$ cat src/rtl/spm_pkg.sv
// ----------------------------------------------------------------------------
// spm_pkg
// types and constants shared by the slotted page manager
// ----------------------------------------------------------------------------
package spm_pkg;

    localparam int MAX_SLOTS       = 64;
    localparam int SLOT_W          = $clog2(MAX_SLOTS);
    localparam int COUNT_W         = SLOT_W + 1;
    localparam int RECORD_BITS     = 64;
    localparam int RECORD_BYTES    = 20;
    localparam int PAGE_W          = 13;
    localparam int DIR_ENTRY_SHIFT = 2;
    localparam int PAGE_OVERHEAD   = 2;
    localparam int PAGE_RESET      = 512;

    typedef enum logic [1:0] {
        CMD_ADD    = 2'd0,
        CMD_GET    = 2'd1,
        CMD_DELETE = 2'd2
    } cmd_t;

    typedef enum logic [1:0] {
        ST_OK       = 2'd0,
        ST_FULL     = 2'd1,
        ST_BAD_SLOT = 2'd2
    } status_t;

    typedef struct packed {
        cmd_t                   cmd;
        logic [SLOT_W-1:0]      slot_id;
        logic [RECORD_BITS-1:0] record_data;
    } req_t;

    typedef struct packed {
        status_t                status;
        logic [SLOT_W-1:0]      result_slot;
        logic [RECORD_BITS-1:0] result_data;
    } rsp_t;

    typedef struct packed {
        logic              found;
        logic [SLOT_W-1:0] index;
    } free_slot_t;

endpackage

$ cat src/rtl/spm_free_slot_finder.sv
// ----------------------------------------------------------------------------
// spm_free_slot_finder
// priority encoder: lowest clear bit of the slot valid vector
// ----------------------------------------------------------------------------
module spm_free_slot_finder (
    input  logic [spm_pkg::MAX_SLOTS-1:0] slot_valid,
    output spm_pkg::free_slot_t           free_slot
);
    import spm_pkg::*;

    always_comb
    begin
        free_slot = '0;
        for (int i = MAX_SLOTS - 1; i >= 0; i--)
        begin
            if (!slot_valid[i])
            begin
                free_slot.found = 1'b1;
                free_slot.index = SLOT_W'(i);
            end
        end
    end

endmodule

$ cat src/rtl/slotted_page_manager_unit.sv
// ----------------------------------------------------------------------------
// slotted_page_manager_unit
// slot directory and record store of one page with fixed-size records
// ----------------------------------------------------------------------------
// A request beat (add, get or delete) is taken on a clock edge where start is
// high and busy is low; busy never rises, so one request can be taken every
// cycle. The response beat appears on rsp in the next cycle, marked by a
// one-cycle done strobe, in request order. The receiver cannot stall: each
// response is shown for one cycle only.
// The free slot search, the space check and the state update run between the
// request ports and the response register, and the record store is read at
// the same edge into its registered read port.
// Writing page_bytes (cfg_we with cfg_data) reformats the page: all slots
// are freed, the slot count drops to zero and the free-region top becomes
// page_bytes minus two, floored at zero. Write it only while no response is
// pending. Reset sets page_bytes to 512 and formats the page the same way; the
// record store has no reset value; its data is used only at slots an add wrote.
// ----------------------------------------------------------------------------
module slotted_page_manager_unit (
    input  logic                        clk,
    input  logic                        rst_n,
    input  logic                        start,
    output logic                        busy,
    input  spm_pkg::req_t               req,
    input  logic                        cfg_we,
    input  logic [spm_pkg::PAGE_W-1:0]  cfg_data,
    output logic                        done,
    output spm_pkg::rsp_t               rsp
);
    import spm_pkg::*;

    logic [MAX_SLOTS-1:0]   slot_valid_reg, slot_valid_next;
    logic [COUNT_W-1:0]     slot_count_reg, slot_count_next;
    logic [PAGE_W-1:0]      region_top_reg, region_top_next;
    logic [RECORD_BITS-1:0] record_store [MAX_SLOTS];
    logic [RECORD_BITS-1:0] rd_data_reg;

    logic                   done_reg;
    status_t                status_reg, status_next;
    logic [SLOT_W-1:0]      slot_reg, slot_next;
    logic                   get_hit_reg, get_hit_next;

    free_slot_t             free_slot;
    logic                   accept;
    logic                   store_we;
    logic                   slot_hit;
    logic                   add_ok;
    logic [PAGE_W-1:0]      need;
    logic [PAGE_W-1:0]      format_top;

    spm_free_slot_finder u_free_slot_finder (
        .slot_valid (slot_valid_reg),
        .free_slot  (free_slot)
    );

    assign busy   = 1'b0;
    assign accept = start && !busy;

    assign need = PAGE_W'(RECORD_BYTES)
                + (PAGE_W'(slot_count_reg) << DIR_ENTRY_SHIFT);
    assign add_ok   = free_slot.found && (region_top_reg >= need);
    assign slot_hit = slot_valid_reg[req.slot_id];

    assign format_top = (cfg_data >= PAGE_W'(PAGE_OVERHEAD))
                      ? cfg_data - PAGE_W'(PAGE_OVERHEAD) : '0;

    always_comb
    begin
        slot_valid_next = slot_valid_reg;
        slot_count_next = slot_count_reg;
        region_top_next = region_top_reg;
        status_next     = ST_BAD_SLOT;
        slot_next       = req.slot_id;
        get_hit_next    = 1'b0;
        store_we        = 1'b0;
        if (cfg_we)
        begin
            slot_valid_next = '0;
            slot_count_next = '0;
            region_top_next = format_top;
        end
        else if (accept)
        begin
            case (req.cmd)
                CMD_ADD:
                begin
                    if (add_ok)
                    begin
                        status_next                      = ST_OK;
                        slot_next                        = free_slot.index;
                        store_we                         = 1'b1;
                        slot_valid_next[free_slot.index] = 1'b1;
                        region_top_next = region_top_reg - PAGE_W'(RECORD_BYTES);
                        if (COUNT_W'(free_slot.index) == slot_count_reg)
                        begin
                            slot_count_next = slot_count_reg + COUNT_W'(1);
                        end
                    end
                    else
                    begin
                        status_next = ST_FULL;
                    end
                end
                CMD_GET:
                begin
                    if (slot_hit)
                    begin
                        status_next  = ST_OK;
                        get_hit_next = 1'b1;
                    end
                end
                CMD_DELETE:
                begin
                    if (slot_hit)
                    begin
                        status_next                  = ST_OK;
                        slot_valid_next[req.slot_id] = 1'b0;
                        region_top_next = region_top_reg + PAGE_W'(RECORD_BYTES);
                    end
                end
                default:
                begin
                    status_next = ST_BAD_SLOT;
                end
            endcase
        end
    end

    always_ff @(posedge clk or negedge rst_n)
    begin
        if (!rst_n)
        begin
            slot_valid_reg <= '0;
            slot_count_reg <= '0;
            region_top_reg <= PAGE_W'(PAGE_RESET - PAGE_OVERHEAD);
            done_reg       <= 1'b0;
        end
        else
        begin
            slot_valid_reg <= slot_valid_next;
            slot_count_reg <= slot_count_next;
            region_top_reg <= region_top_next;
            done_reg       <= accept && !cfg_we;
        end
    end

    always_ff @(posedge clk)
    begin
        if (accept)
        begin
            status_reg  <= status_next;
            slot_reg    <= slot_next;
            get_hit_reg <= get_hit_next;
        end
    end

    // record store: one write port, one registered read port
    always_ff @(posedge clk)
    begin
        if (store_we)
        begin
            record_store[free_slot.index] <= req.record_data;
        end
        if (accept)
        begin
            rd_data_reg <= record_store[req.slot_id];
        end
    end

    assign done = done_reg;

    always_comb
    begin
        rsp.status      = status_reg;
        rsp.result_slot = slot_reg;
        rsp.result_data = get_hit_reg ? rd_data_reg : '0;
    end

endmodule

$ cat config.mk
export PLATFORM = sky130hd
export DESIGN_NAME = slotted_page_manager_unit
export DESIGN_NICKNAME = d
export VERILOG_FILES = /design/src/rtl/spm_pkg.sv /design/src/rtl/spm_free_slot_finder.sv /design/src/rtl/slotted_page_manager_unit.sv
export SDC_FILE = /design/constraint.sdc
export NUM_CORES = 2
export LEC_CHECK = 0
export ABC_AREA = 1
export BUFFER_PORTS_ARGS = -buffer_cell sky130_fd_sc_hd__buf_2
export CAP_MARGIN = 10
export CORE_ASPECT_RATIO = 0.6
export CORE_UTILIZATION = 36
export CTS_CLUSTER_SIZE = 30
export DETAILED_ROUTE_END_ITERATION = 8
export HOLD_SLACK_MARGIN = 0.1
export SLEW_MARGIN = 10
export SYNTH_ARGS = -nofsm -noshare
export SYNTH_HDL_FRONTEND = slang
export SYNTH_SLANG_ARGS = --single-unit
$ cat constraint.sdc
create_clock -name clk -period 11.8 [get_ports clk]
set_clock_uncertainty 0.2 [all_clocks]
set_input_delay 2.36 -clock clk [delete_from_list [all_inputs] [get_ports clk]]
set_output_delay 2.36 -clock clk [all_outputs]
set_load 0.03 [all_outputs]
==> impl_metrics.yaml <==
placement:
  place_congestion: 0.914
  io_buffers: 161
  hpwlAfterDp_microns: 305000
  dp.cells: 15400
setup_path:
  critPathMaxFanout: 44
  cp.buffers_inverters: 3
  start_kind: "register"
  crit_type: "register to register"
  end_kind: "register"
  r2r-start: "slot_valid_reg[63]$_DFFE_PN0P_"
  arrival_ns: 8.85
  crit_top_cell: "nand2_1"
  slowest_delay_ns: 0.91
  crit_required_ns: 12.16
  critPathLaunch: "slot_valid_reg[63]$_DFFE_PN0P_"
  cp_slowest_cell: "buf_4"
  crit_family: "simple AND/OR/NAND/NOR gates"
  ff2ff_setup_slack_ns: 3.31
logic_synthesis:
  ys_types: 54
  postSynthCellCount: 9729
  yosys_warnings: 0
  async_flop_share: 0.0200
  yosys_register_bits: 4254
  syn_nets: 9842
  synthMuxAreaShare: 0
  synth_compound_area_frac: 0.0977
  synth_top_family_by_area: "compound AO/OA/AOI/OAI gates"
  synth-main-ff-cell: "edfxtp_1"
  seq_area_frac_synth: 0.806
  synthXorXnorAreaFrac: 0.00139
  yosys.area_share.simple: 0.0744
  synth_edf_count: 4169
  syn_area_per_cell_sq_um: 16.2
  synth_area_sq_um: 158000
  synthAdderAreaFrac: 0.00195
drt:
  drc: 0
  drt-pass1-iter-count: 9
  totalWireLength_microns: 533000
  ant_nets: 0
  wire_per_inst_microns: 33.1
  vias: 97600
  viasPerCell: 6.07
  drt-initial-drc-count: 17400
run:
  maxCapViolations: 0
global_routing:
  overflow: 0
  antenna_found_initial: 56
  grt_max_degree: 114
  track_usage: 0.232
  grt_pass1_wl_microns: 732000
  grt_pass1_vias: 90900
cells_and_area:
  synthToLayoutAreaGrowth_pct: 13.2
  nets: 10100
  drive_gt1_frac: 0.108
  largest_register_ffs: 4096
  nFillCells: 38800
  multi_input_area_sq_um: 28300
  finalNonFillerCells: 16100
  seqCellArea_sq_um: 127000
floorplanning:
  design.core.area_sq_um: 437000
  num_rows: 188
  die_area_sq_um: 442000
  io_pins: 163
  initial_core_util: 0.362
  die_h_microns: 515
  die_w_microns: 857
clock_tree:
  path_clk_slew_ns: 0.07
  cts_max_level: 5
  cts_setup_buffers: 0
  cts_sinks: 4254
  ctsRootBufferMaster: "clkbuf_16"
  cts.path.max_buffers: 4
  worstSkewPairLatency_ns: 0.98
  cts_tree: "built"
  holdBufCountCts: 0
  cts_resized: 0
  cts_made_buffers: 359
power:
  leakage_nw: 56.5
  worst_ir_drop_vdd_v: 0.000127
  power_density_nw_per_um2: 170
min_path:
  hold_class: "register to register"
  hp-start: "region_top_reg[5]$_DFFE_PN1P_"
timing:
  fin_crit_ns: 8.49
  fmax_mhz: 118
  setup_viol: 0
  slew_viol_final: 0
  tns_ns: 0
  finalCritPeriodShare: 0.719
  rsz0062_at_grt: "false"
  hold_viol: 0
  relSlewSlack: 0.0772
  worst_pin_slew_ns: 1.38
outcome:
  status: "complete, no violations"
==> where the power goes <==
part / switching (mW) / internal (mW)
combinational: 1.30 / 0.391
clock: 5.56 / 6.53
sequential: 0.0451 / 16.6
total: 6.90 / 23.6
==> through the flow <==
step           power [mW]  instance area (sq um)  hold slack [ns]  setup slack, ns  utilization
2_1_floorplan        17.7                 158000            0.256             1.30            -
3_3_place_gp         18.6                 167000            0.273             2.75        0.383
3_5_place_dp         18.7                 167000            0.273             3.52        0.383
4_1_cts              30.5                 179000            0.284             3.52        0.409
5_1_grt              31.2                 179000            0.302             2.80        0.409
6_report             30.5                 179000            0.282             3.31        0.410
==> area by class of cell <==
type	instances	share of cell area
multi-input cells	4687	0.158
repair buffers	491	0.0213
inverters	200	0.00420
clock buffers	441	0.0528
flip-flops and latches	4254	0.711
well taps	5795	0.0405
clock inverters	199	0.0114
diodes	12	0.000168
==> worst min-delay path, delay by kind of cell (launching register included) <==
kind / cells / cell delay [ns]
DFF: 1 / 0.38
and+or+nand+nor: 2 / 0.10
==> worst paths after layout <==
kind / end / cells past startpoint
worst max-delay path: record_store[46][17]$_DFFE_PP_ / 69
worst min-delay path: region_top_reg[5]$_DFFE_PN1P_ / 2
worst max register to register: record_store[46][17]$_DFFE_PP_ / 69
worst min register to register: region_top_reg[5]$_DFFE_PN1P_ / 2
max in group asynchronous: slot_valid_reg[4]$_DFFE_PN0P_ / 2
min in group asynchronous: slot_valid_reg[58]$_DFFE_PN0P_ / 1
==> layer usage <==
| layer | share of wire | wire length [microns] | vias up | GRT usage |
|---|---|---|---|---|
| met1 | 0.41 | 220000 | 50000 | 0.351 |
| met5 | 0.00032 | 169 | - | 0 |
| met3 | 0.15 | 82200 | 841 | 0.0805 |
| li1 | - | - | 39200 | - |
| met2 | 0.41 | 217000 | 7573 | 0.319 |
| met4 | 0.025 | 13500 | 20 | 0.0537 |
==> cells by family after synthesis <==
kind of cell               after synthesis
DFF                                   4254
adders and majority gates               24
other                                    1
and+or+nand+nor                       2645
AOI/OAI and AO/OA                     1992
xor gates and xnor gates                25
buffers and inverters                  788
==> Yosys cell counts, types with 8 or more instances <==
| cell | number | area (sq um) |
|---|---|---|
| nor4_1 | 12 | 75.1 |
| xor2_1 | 13 | 114 |
| a211oi_1 | 10 | 75.1 |
| nand2_1 | 1676 | 6290 |
| o22ai_1 | 29 | 181 |
| a221oi_1 | 517 | 4530 |
| nor3_1 | 28 | 140 |
| nor2_1 | 252 | 946 |
| dfrtp_1 | 77 | 1930 |
| clkbuf_1 | 483 | 1810 |
| ha_1 | 23 | 288 |
| edfxtp_1 | 4169 | 125000 |
| nand4_1 | 584 | 3650 |
| o21ai_0 | 88 | 440 |
| xnor2_1 | 12 | 105 |
| nand3_1 | 51 | 255 |
| or2_2 | 14 | 87.6 |
| inv_1 | 192 | 721 |
| dfstp_2 | 8 | 210 |
| nor4_2 | 9 | 113 |
| a31oi_1 | 14 | 87.6 |
| buf_1 | 97 | 364 |
| a22oi_1 | 616 | 4620 |
| a21oi_1 | 204 | 1020 |
| a22o_1 | 490 | 4290 |
==> cell usage in the layout (no fill, tap or decap), drive strengths merged, types with 13 or more instances in the layout <==
master	n
a21oi	204
a221oi	517
a22o	490
a22oi	616
a31oi	14
buf	489
bufinv	37
clkbuf	443
clkinv	151
dfrtp	77
edfxtp	4169
ha	23
inv	204
nand2	1679
nand3	52
nand4	584
nor2	254
nor3	36
nor4	21
o21ai	88
o22ai	29
or2	14
xor2	13
Power figures use the tool's default switching activity.
